File: config.mk
export PLATFORM = sky130hd
export DESIGN_NAME = kmp_pattern_matcher
export DESIGN_NICKNAME = d
export VERILOG_FILES = /design/src/hw/rtl/kmp_pkg.sv /design/src/hw/rtl/kmp_datapath.sv /design/src/hw/rtl/kmp_ctrl.sv /design/src/hw/rtl/kmp_pattern_matcher.sv
export SDC_FILE = /design/constraint.sdc
export NUM_CORES = 1
export LEC_CHECK = 0
export BUFFER_PORTS_ARGS = -buffer_cell sky130_fd_sc_hd__buf_2
export CORE_MARGIN = 4
export CORE_UTILIZATION = 45
export DETAILED_ROUTE_END_ITERATION = 8
export GPL_TIMING_DRIVEN = 0
export HOLD_SLACK_MARGIN = 0.02
export PLACE_DENSITY_LB_ADDON = 0.08
export SLEW_MARGIN = 30
export SYNTH_ARGS = -nofsm -noshare
export SYNTH_HDL_FRONTEND = slang
export SYNTH_HIERARCHICAL = 1
export SYNTH_SLANG_ARGS = --single-unit
File: constraint.sdc
create_clock -name i_clk -period 5.46 [get_ports i_clk]
set_clock_uncertainty 0.1 [all_clocks]
set_input_delay 0.546 -clock i_clk [delete_from_list [all_inputs] [get_ports i_clk]]
set_output_delay 0.546 -clock i_clk [all_outputs]
set_load 0.01 [all_outputs]
File: src/hw/rtl/kmp_pkg.sv
package kmp_pkg;

    localparam int PAT_MAX = 64;
    localparam int PAT_AW  = $clog2(PAT_MAX);
    localparam int LEN_W   = PAT_AW + 1;
    localparam int POS_W   = 16;

    localparam logic [LEN_W-1:0] LEN_FULL  = LEN_W'(PAT_MAX);
    localparam logic [POS_W-1:0] POS_LIMIT = '1;

    typedef enum logic [1:0] {
        CMD_CLEAR  = 2'd0,
        CMD_APPEND = 2'd1,
        CMD_START  = 2'd2,
        CMD_TEXT   = 2'd3
    } t_cmd;

    typedef struct packed {
        logic latch;
        logic clear_pat;
        logic restart;
        logic set_ovf;
        logic write_first;
        logic load_build;
        logic load_text;
        logic mem_read;
        logic follow;
        logic commit_build;
        logic commit_text;
        logic bump_pos;
        logic set_done;
        logic load_result;
    } t_dp_ctrl;

    typedef struct packed {
        t_cmd cmd;
        logic byte_zero;
        logic last;
        logic done;
        logic len_zero;
        logic len_full;
        logic eq;
        logic q_zero;
        logic hit;
        logic out_free;
    } t_dp_stat;

    function automatic logic [7:0] fold(input logic [7:0] b, input logic cf);
        if (cf && b >= 8'h41 && b <= 8'h5A) begin
            return b + 8'd32;
        end
        return b;
    endfunction

endpackage

File: src/hw/rtl/kmp_datapath.sv
module kmp_datapath
    import kmp_pkg::*;
(
    input  logic             i_clk,
    input  logic             i_rst_n,
    input  t_dp_ctrl         i_ctrl,
    output t_dp_stat         o_stat,
    input  logic [1:0]       i_command,
    input  logic [7:0]       i_data_byte,
    input  logic             i_last_byte,
    input  logic             i_cfg_valid,
    input  logic             i_cfg_case_fold,
    output logic             o_out_valid,
    input  logic             i_out_ready,
    output logic             o_found,
    output logic [POS_W-1:0] o_match_position,
    output logic             o_pattern_overflow
);

    logic [7:0]        pat_mem [PAT_MAX];
    logic [PAT_AW-1:0] pt_mem  [PAT_MAX];

    t_cmd              r_cmd;
    logic [7:0]        r_byte;
    logic              r_last;
    logic              r_cf;
    logic [LEN_W-1:0]  r_len;
    logic [PAT_AW-1:0] r_build;
    logic [LEN_W-1:0]  r_matched;
    logic [POS_W-1:0]  r_pos;
    logic              r_done;
    logic              r_ovf;
    logic [PAT_AW-1:0] r_q;
    logic [7:0]        r_pat_rd;
    logic [PAT_AW-1:0] r_pt_rd;
    logic              r_out_valid;
    logic              r_found;
    logic [POS_W-1:0]  r_mpos;
    logic              r_out_ovf;

    logic              eq;
    logic [LEN_W-1:0]  qn;
    logic [POS_W:0]    endp;
    logic [POS_W:0]    mcnt;
    logic              found_now;
    logic [POS_W-1:0]  pos_now;

    assign eq        = fold(r_pat_rd, r_cf) == fold(r_byte, r_cf);
    assign qn        = {1'b0, r_q} + (eq ? LEN_W'(1) : LEN_W'(0));
    assign endp      = {1'b0, r_pos} + (POS_W+1)'(1);
    assign mcnt      = (POS_W+1)'(r_matched);
    assign found_now = (r_len != '0) && (r_matched == r_len);
    assign pos_now   = (found_now && endp >= mcnt) ? POS_W'(endp - mcnt) : '0;

    always_comb begin
        o_stat.cmd       = r_cmd;
        o_stat.byte_zero = r_byte == 8'h00;
        o_stat.last      = r_last;
        o_stat.done      = r_done;
        o_stat.len_zero  = r_len == '0;
        o_stat.len_full  = r_len == LEN_FULL;
        o_stat.eq        = eq;
        o_stat.q_zero    = r_q == '0;
        o_stat.hit       = qn == r_len;
        o_stat.out_free  = !r_out_valid || i_out_ready;
    end

    // pattern and prefix memories
    always_ff @(posedge i_clk) begin
        if (i_ctrl.write_first) begin
            pat_mem[r_len[PAT_AW-1:0]] <= r_byte;
            pt_mem[r_len[PAT_AW-1:0]]  <= '0;
        end else if (i_ctrl.commit_build) begin
            pat_mem[r_len[PAT_AW-1:0]] <= r_byte;
            pt_mem[r_len[PAT_AW-1:0]]  <= qn[PAT_AW-1:0];
        end
        if (i_ctrl.mem_read) begin
            r_pat_rd <= pat_mem[r_q];
            r_pt_rd  <= pt_mem[r_q - PAT_AW'(1)];
        end
    end

    // input beat and work registers
    always_ff @(posedge i_clk) begin
        if (i_ctrl.latch) begin
            r_cmd  <= t_cmd'(i_command);
            r_byte <= i_data_byte;
            r_last <= i_last_byte;
        end
        if (i_ctrl.load_build) begin
            r_q <= r_build;
        end else if (i_ctrl.load_text) begin
            r_q <= r_matched[PAT_AW-1:0];
        end else if (i_ctrl.follow) begin
            r_q <= r_pt_rd;
        end
        if (i_ctrl.load_result) begin
            r_found  <= found_now;
            r_mpos   <= pos_now;
            r_out_ovf <= r_ovf;
        end
    end

    always_ff @(posedge i_clk) begin
        if (!i_rst_n) begin
            r_cf        <= 1'b0;
            r_len       <= '0;
            r_build     <= '0;
            r_matched   <= '0;
            r_pos       <= '0;
            r_done      <= 1'b0;
            r_ovf       <= 1'b0;
            r_out_valid <= 1'b0;
        end else begin
            if (i_cfg_valid) begin
                r_cf <= i_cfg_case_fold;
            end
            if (i_ctrl.clear_pat) begin
                r_len   <= '0;
                r_build <= '0;
                r_ovf   <= 1'b0;
            end
            if (i_ctrl.set_ovf) begin
                r_ovf <= 1'b1;
            end
            if (i_ctrl.write_first) begin
                r_build <= '0;
                r_len   <= r_len + LEN_W'(1);
            end
            if (i_ctrl.commit_build) begin
                r_build <= qn[PAT_AW-1:0];
                r_len   <= r_len + LEN_W'(1);
            end
            if (i_ctrl.restart) begin
                r_matched <= '0;
                r_pos     <= '0;
                r_done    <= 1'b0;
            end
            if (i_ctrl.commit_text) begin
                r_matched <= qn;
            end
            if (i_ctrl.bump_pos && r_pos < POS_LIMIT) begin
                r_pos <= r_pos + POS_W'(1);
            end
            if (i_ctrl.set_done) begin
                r_done <= 1'b1;
            end
            if (i_ctrl.load_result) begin
                r_out_valid <= 1'b1;
            end else if (i_out_ready) begin
                r_out_valid <= 1'b0;
            end
        end
    end

    assign o_out_valid        = r_out_valid;
    assign o_found            = r_found;
    assign o_match_position   = r_mpos;
    assign o_pattern_overflow = r_out_ovf;

endmodule

File: src/hw/rtl/kmp_ctrl.sv
module kmp_ctrl
    import kmp_pkg::*;
(
    input  logic     i_clk,
    input  logic     i_rst_n,
    input  logic     i_in_valid,
    output logic     o_in_ready,
    input  t_dp_stat i_stat,
    output t_dp_ctrl o_ctrl
);

    typedef enum logic [2:0] {
        S_IDLE,
        S_DISPATCH,
        S_READ,
        S_COMPARE,
        S_EMIT
    } t_state;

    t_state r_state;
    t_state n_state;
    logic   r_text;
    logic   n_text;

    assign o_in_ready = r_state == S_IDLE;

    always_comb begin
        o_ctrl  = '0;
        n_state = r_state;
        n_text  = r_text;
        unique case (r_state)
            S_IDLE: begin
                if (i_in_valid) begin
                    o_ctrl.latch = 1'b1;
                    n_state      = S_DISPATCH;
                end
            end
            S_DISPATCH: begin
                n_state = S_IDLE;
                unique case (i_stat.cmd)
                    CMD_CLEAR: begin
                        o_ctrl.clear_pat = 1'b1;
                        o_ctrl.restart   = 1'b1;
                    end
                    CMD_APPEND: begin
                        if (i_stat.len_full) begin
                            o_ctrl.set_ovf = 1'b1;
                        end else if (i_stat.len_zero) begin
                            o_ctrl.write_first = 1'b1;
                        end else begin
                            o_ctrl.load_build = 1'b1;
                            n_text            = 1'b0;
                            n_state           = S_READ;
                        end
                    end
                    CMD_START: begin
                        o_ctrl.restart = 1'b1;
                    end
                    CMD_TEXT: begin
                        if (i_stat.done) begin
                            n_state = S_IDLE;
                        end else if (i_stat.byte_zero
                                     || (i_stat.len_zero && i_stat.last)) begin
                            o_ctrl.set_done = 1'b1;
                            n_state         = S_EMIT;
                        end else if (i_stat.len_zero) begin
                            o_ctrl.bump_pos = 1'b1;
                        end else begin
                            o_ctrl.load_text = 1'b1;
                            n_text           = 1'b1;
                            n_state          = S_READ;
                        end
                    end
                    default: n_state = S_IDLE;
                endcase
            end
            S_READ: begin
                o_ctrl.mem_read = 1'b1;
                n_state         = S_COMPARE;
            end
            S_COMPARE: begin
                if (!i_stat.eq && !i_stat.q_zero) begin
                    // mismatch: take the failure link
                    o_ctrl.follow = 1'b1;
                    n_state       = S_READ;
                end else if (!r_text) begin
                    o_ctrl.commit_build = 1'b1;
                    n_state             = S_IDLE;
                end else begin
                    o_ctrl.commit_text = 1'b1;
                    if (i_stat.hit || i_stat.last) begin
                        o_ctrl.set_done = 1'b1;
                        n_state         = S_EMIT;
                    end else begin
                        o_ctrl.bump_pos = 1'b1;
                        n_state         = S_IDLE;
                    end
                end
            end
            S_EMIT: begin
                if (i_stat.out_free) begin
                    o_ctrl.load_result = 1'b1;
                    n_state            = S_IDLE;
                end
            end
            default: n_state = S_IDLE;
        endcase
    end

    always_ff @(posedge i_clk) begin
        if (!i_rst_n) begin
            r_state <= S_IDLE;
            r_text  <= 1'b0;
        end else begin
            r_state <= n_state;
            r_text  <= n_text;
        end
    end

endmodule

File: src/hw/rtl/kmp_pattern_matcher.sv
// Streaming KMP substring search. Commands on the input channel clear the
// pattern, append a pattern byte (up to 64, later bytes are dropped and
// flagged), start a new text, or feed a text byte. Each pattern byte's
// failure-link entry is built when it arrives. A text byte that finds the
// pattern, is zero, or carries last_byte gives one result beat; after that
// text bytes are ignored until the next start or clear. Control commands,
// the first or a dropped pattern byte, an ignored or zero text byte and a
// text byte against an empty pattern are handled in the dispatch state with
// no memory read; other pattern and text bytes go on to a read and a compare
// state, and back through both for each failure link followed (one read of
// the pattern and prefix memories and one compare per link). A result waits
// in the emit state while the previous result is still in the output
// register; the register then holds it while the next beat is taken.
// case_fold may be written on the config channel only while the block is idle.
module kmp_pattern_matcher
    import kmp_pkg::*;
(
    input  logic             i_clk,
    input  logic             i_rst_n,
    input  logic             i_cfg_valid,
    output logic             o_cfg_ready,
    input  logic             i_cfg_case_fold,
    input  logic             i_in_valid,
    output logic             o_in_ready,
    input  logic [1:0]       i_command,
    input  logic [7:0]       i_data_byte,
    input  logic             i_last_byte,
    output logic             o_out_valid,
    input  logic             i_out_ready,
    output logic             o_found,
    output logic [POS_W-1:0] o_match_position,
    output logic             o_pattern_overflow
);

    t_dp_ctrl ctrl;
    t_dp_stat stat;

    assign o_cfg_ready = 1'b1;

    kmp_ctrl u_ctrl (
        .i_clk      (i_clk),
        .i_rst_n    (i_rst_n),
        .i_in_valid (i_in_valid),
        .o_in_ready (o_in_ready),
        .i_stat     (stat),
        .o_ctrl     (ctrl)
    );

    kmp_datapath u_datapath (
        .i_clk              (i_clk),
        .i_rst_n            (i_rst_n),
        .i_ctrl             (ctrl),
        .o_stat             (stat),
        .i_command          (i_command),
        .i_data_byte        (i_data_byte),
        .i_last_byte        (i_last_byte),
        .i_cfg_valid        (i_cfg_valid),
        .i_cfg_case_fold    (i_cfg_case_fold),
        .o_out_valid        (o_out_valid),
        .i_out_ready        (i_out_ready),
        .o_found            (o_found),
        .o_match_position   (o_match_position),
        .o_pattern_overflow (o_pattern_overflow)
    );

endmodule
==> impl_metrics.ini, run 1 <==
[critical_path]
critPathRequiredTime_ns = 5.72
ff2ff_path_depth = 16
worstSetupEndpointType = register
worst_setup_path_start_kind = register
path_class = register to register
arrival_ns = 5.57
cp_max_fo = 10

[power]
pwr-share-seq_pct = 54.1
switching_share_pct = 19.9
power.density_nw_per_um2 = 328
irDropWorstVdd_mv = 0.241
p_int_mw = 12.3
p_sw_mw = 3.04
cellLeakagePower_nw = 13.9
p_clk_share_pct = 44.2
p_comb_share_pct = 1.6

[finish]
regArea_um2 = 29300
diodes = 0
final_area_um2 = 46700
fillers = 6735
final_nets = 2234
area_growth_pct = 18.2
multiInputGateArea_um2 = 10300
drive_gt1_share_pct = 32.3
instances_no_fill = 3443

[synthesis]
syn_area_um2 = 39500
syn_area_per_cell_um2 = 20.4
synth_top_area_share_pct = 71.8
synth_area_leaders = edfxtp_1, mux4_2, dfxtp_1
synthFlopType = edfxtp_1
async_reset_ff_share_pct = 0
post-synth-top-count-cell = edfxtp_1
yosys_warnings = 6
netlist_instances = 1934
yosys.area.top_type = edfxtp_1
ys_top_cells_by_count = edfxtp_1, mux4_2, nor2_1
ys_seq_elements = 989
ys_seq_area_share_pct = 74.0
syn_nets = 1967
synth_cell_types = 69
synth_edf_count = 945

[route]
avgViaCountPerCell = 5.95
wl_per_cell_um = 29.6
ant_nets = 0
vias = 20491
first_pass_iters = 5
drt_iter0_drc = 2214
finalWirelength_mm = 102
drc = 0

[clock_tree]
cts_sinks = 989
cts_tree = done
cts.root.buffer_cell = clkbuf_16
clk_pin_slew_ns = 0.06
cts_htree_levels = 3
worstSkewPairLatency_ns = 0.66
clk_path_buf_depth = 3
cts_made_buffers = 103

[placed_design]
dp.cells = 3203
pre_cts_ws_ns = -0.895
gp_congestion = 0.850
io_buffers = 36
place_area_um2 = 42700
dp_hpwl_mm = 69.7

[hold_path]
holdPathStages = 3
hold_class = input pin to register

[sta]
slew_violations = 0
setup_viol = 0
rsz0062_at_grt = yes
whs_ns = 0.0694
relSlewSlack_pct = 31.0
tightest_slew_ns = 1.03
finalCritPeriodShare_pct = 97.2
fin_crit_ns = 5.31
fin_ws_ns = 0.152
fin_setup_tns_ns = 0
fmax_mhz = 188
finalHoldViolCount = 0

[floorplan]
row_count = 108
core-area_um2 = 87000
die_h_um = 304
die_w_um = 304
ios = 38
die_area_um2 = 92700
start_util_pct = 45.4

[grt]
grt_pass1_vias = 20360
antenna_found_initial = 0
globalRouteTotalUtil_pct = 21.9
grt_remaining_overflow = 0
grt_max_degree = 37
grt_pass1_wl_mm = 147

[flow_run]
maxCapViolations = 0

[run_status]
status = finished clean
per-layer routing:
metal  global-route usage, %  up-vias  share of wire, %
met3                    4.02      151               6.9
met2                    34.5      740                47
met5                       0        -                 0
met4                    5.66        0               2.7
li1                        -     8562                 -
met1                    32.0    11038                43
final timing paths:
path	start	slack, ns	to
hold / removal	i_cfg_valid	0.07	u_datapath/r_cf
setup reg to reg	u_datapath/r_byte[4]	0.15	u_datapath/pat_mem[56][2]
setup / recovery	u_datapath/r_byte[4]	0.15	u_datapath/pat_mem[56][2]
hold reg to reg	u_datapath/r_ovf	0.39	u_datapath/o_pattern_overflow
sequential cells by signal, indices dropped and copies added (netlist names):
| signal | flops |
|---|---|
| u_datapath/o_found | 1 |
| u_datapath/r_cf | 1 |
| u_datapath/r_byte | 8 |
| u_datapath/r_cmd | 2 |
| u_datapath/r_matched | 7 |
| u_datapath/pt_mem | 384 |
| u_datapath/o_match_position | 16 |
| u_datapath/o_pattern_overflow | 1 |
| u_datapath/r_pos | 16 |
| u_ctrl/r_text | 1 |
| u_datapath/r_q | 6 |
| u_datapath/r_last | 1 |
| u_datapath/o_out_valid | 1 |
| u_datapath/r_ovf | 1 |
| u_datapath/r_len | 7 |
| u_datapath/pat_mem | 512 |
| u_ctrl/r_state | 3 |
| u_datapath/r_done | 1 |
| u_datapath/r_pt_rd | 6 |
| u_datapath/r_pat_rd | 8 |
| u_datapath/r_build | 6 |
stage by stage:
stage | util [%] | power [mW]
floorplan | - | 8.56
global placement | 47.3 | 8.65
detailed placement | 49.1 | 8.68
CTS | 53.3 | 15.5
finish | 53.7 | 15.3
global route | 53.7 | 15.8
cell usage in the layout, fill, tap and decap left out, types with 27 or more instances in the layout:
cell / n
nor2b_1: 33
nand2_1: 41
buf_6: 43
buf_2: 71
buf_4: 29
edfxtp_1: 945
dfxtp_1: 44
nor2_1: 45
clkbuf_16: 105
clkbuf_1: 63
xnor2_1: 32
mux4_2: 281
nor2_4: 51
inv_1: 27
worst max-delay path: stages (launching register included):
cell,delay (ns)
edfxtp_1,0.42
buf_6,0.17
or4_1,0.56
nor4_4,0.40
o21bai_1,0.15
xor2_1,0.16
nand4_1,0.15
nor3_2,0.22
buf_4,0.14
buf_4,0.12
o21ai_0,0.10
nor3_1,0.21
nor2_1,0.20
nor2_1,0.32
nand2_1,0.67
nor2_2,0.67
buf_8,0.22
cell families (layout without fill, tap and decap cells):
group	after synthesis	count (layout)	synth area share, %
simple gates	309	309	3.94
other cells	1	1	0.00949
mux	311	311	16.8
compound gates	127	127	2.16
flops	989	989	74.0
buf+inv	129	483	1.41
fa+ha+maj	16	16	0.525
xor+xnor	52	52	1.15
power by group through the flow:
stage	logic (mW)	clock network (mW)	registers [mW]
6_report	0.250	6.77	8.29
5_1_grt	0.268	7.25	8.28
4_1_cts	0.245	6.94	8.29
3_5_place_dp	0.229	0	8.45
3_3_place_gp	0.121	0	8.53
2_1_floorplan	0.0791	0	8.48
timing repair:
item	4_1_cts	5_1_grt
resized for setup	13	32
hold buffers	12	0
hold endpoints to repair	12	0
pin swaps	11	9
setup buffers	20	16
endpoints found under the setup margin	771	686
area by class of cell:
type / count / share of cell area [%]
multi-input cells: 816 / 22.0
flip-flops and latches: 989 / 62.6
clock inverters: 61 / 1.13
repair buffers: 163 / 4.09
well taps: 1155 / 3.09
plain buffers: 100 / 1.01
clock buffers: 131 / 5.89
inverters: 28 / 0.225
No activity file was read; power rests on OpenSTA's default activity.
==> run 2, diff against run 1 <==
==> constraint.sdc (replaced) <==
create_clock -name i_clk -period 5.5 [get_ports i_clk]
set_clock_uncertainty 0.1 [all_clocks]
set_input_delay 0.55 -clock i_clk [delete_from_list [all_inputs] [get_ports i_clk]]
set_output_delay 0.55 -clock i_clk [all_outputs]
set_load 0.01 [all_outputs]
==> run 2 against run 1 <==
- sequential share of layout area up 0.17 points
- total power decreased by 0.73%
- final cell count is 0.15% lower
- largest cell class unchanged
==> impl_metrics.ini, run 2 (synthesis results as in run 1) <==
[critical_path]
cp_max_fo = 10
path_class = register to register
cp_num_buf_inv = 4
startpoint = u_datapath/r_byte[4]
path_cells = buf_6 > or4_1 > nor4_4 > o21bai_1 > xor2_1 > nand4_1 > nor3_2 > buf_4 > buf_4 > o21ai_0 > nor3_1 > nor2_1 > nor2_1 > nand2_1 > nor2_2 > buf_8
rr_startpoint = u_datapath/r_byte[4]
arrival_ns = 5.51
slowest_stage = nor2_2
worstSetupEndpointType = register
critPathRequiredTime_ns = 5.75
crit_family = simple AND/OR/NAND/NOR gates
cp_slowest_stage_delay_ns = 0.68
worst_setup_path_start_kind = register

[sta]
fin_crit_ns = 5.26
fin_ws_ns = 0.244
setup_viol = 0
whs_ns = 0.0742
relSlewSlack_pct = 28.1
slew_violations = 0
fmax_mhz = 190
tightest_slew_ns = 1.08
finalHoldViolCount = 0
finalCritPeriodShare_pct = 95.6

[route]
ant_nets = 0
vias = 20498
drt_iter0_drc = 2183
m1WireLength_mm = 44.1
top_layer_used = met4
wl_met2_mm = 48.1
first_pass_iters = 5
finalWirelength_mm = 102
dr_wl_met3_mm = 7.18
avgViaCountPerCell = 5.96
wl_per_cell_um = 29.7
drc = 0

[run_status]
status = finished clean

[clock_tree]
cts_sinks = 989
clk_pin_slew_ns = 0.06
cts.root.buffer_cell = clkbuf_16
cts_htree_levels = 3
worstSkewPairLatency_ns = 0.66
cts_made_buffers = 103
cts_tree = done
clk_path_buf_depth = 3

[placed_design]
gp_congestion = 0.850
dp.cells = 3203
pre_cts_ws_ns = -0.855
io_buffers = 36
dp_hpwl_mm = 69.7

[grt]
antenna_found_initial = 0
grt_max_degree = 37
grt_pass1_vias = 20356
grt_remaining_overflow = 0
globalRouteTotalUtil_pct = 21.9
grt_pass1_wl_mm = 147

[finish]
instances_no_fill = 3438
mostFrequentLayoutCells = edfxtp_1, mux4_2, clkbuf_16
largest_reg_flops = 512
layout_commonest_cell = edfxtp_1
fillers = 6761
drive_gt1_share_pct = 32.1
area_growth_pct = 17.9
final_nets = 2229
diodes = 0

[hold_path]
hold_class = input pin to register
hold_start = i_cfg_valid

[power]
p_int_mw = 12.2
power.density_nw_per_um2 = 326
pwr-share-seq_pct = 54.1
cellLeakagePower_nw = 13.8
p_sw_mw = 3.02
irDropWorstVdd_mv = 0.242
p_clk_share_pct = 44.2
switching_share_pct = 19.9
p_comb_share_pct = 1.6

[flow_run]
maxCapViolations = 0

[floorplan]
start_util_pct = 45.4
die_h_um = 304
row_count = 108
core-area_um2 = 87000
die_w_um = 304
ios = 38
die_area_um2 = 92700
## run 2: metrics by stage
step	util (%)	power (mW)	TNS (ns)	area, um^2
floorplan	-	8.49	-2.34	39500
global placement	47.3	8.58	-2740.11	41200
detailed placement	49.1	8.62	-95.40	42700
CTS	53.3	15.4	-2.26	46400
global route	53.6	15.7	-1.56	46600
finish	53.6	15.2	0	46600
## run 2: routing by layer
| layer | vias to the layer above | GRT usage (%) |
|---|---|---|
| met5 | - | 0 |
| met4 | 0 | 5.66 |
| met3 | 146 | 4.02 |
| met2 | 801 | 34.5 |
| met1 | 11009 | 32.0 |
| li1 | 8542 | - |
## run 2: worst reg2reg max path, cell delays in order (launching register included)
cell	delay, ns
edfxtp_1	0.42
buf_6	0.17
or4_1	0.56
nor4_4	0.40
o21bai_1	0.15
xor2_1	0.16
nand4_1	0.15
nor3_2	0.22
buf_4	0.14
buf_4	0.12
o21ai_0	0.11
nor3_1	0.21
nor2_1	0.19
nor2_1	0.29
nand2_1	0.64
nor2_2	0.68
buf_8	0.23
## run 2: worst paths after layout
kind / slack (ns) / to / cells past startpoint
setup / recovery: 0.24 / u_datapath/pat_mem[33][4] / 16
hold / removal: 0.07 / u_datapath/r_cf / 3
setup reg to reg: 0.24 / u_datapath/pat_mem[33][4] / 16
hold reg to reg: 0.39 / u_datapath/o_pattern_overflow / 0
## run 2: timing repair
action                     CTS  global route
resized for setup           11            25
hold buffers                12             0
pin swaps                   11             6
setup endpoints to repair  677           568
buffers inserted            20            11
hold endpoints to repair    12             0
## run 2: layout make-up
class                      count  area, um^2  share of cell area (%)
clock inverter                61         528                    1.13
buffer                       100         473                    1.01
inverter                      28         105                   0.225
tap                         1155        1450                    3.10
multi-input combinational    816       10200                    21.9
clock buffer                 131        2760                    5.91
timing repair buffer         158        1830                    3.92
sequential                   989       29300                    62.8
## run 2: power groups by stage
stage / clock [mW] / combinational (mW) / sequential [mW]
finish: 6.72 / 0.247 / 8.23
global route: 7.20 / 0.266 / 8.22
detailed placement: 0 / 0.228 / 8.39
floorplan: 0 / 0.0785 / 8.41
global placement: 0 / 0.120 / 8.46
CTS: 6.88 / 0.243 / 8.23
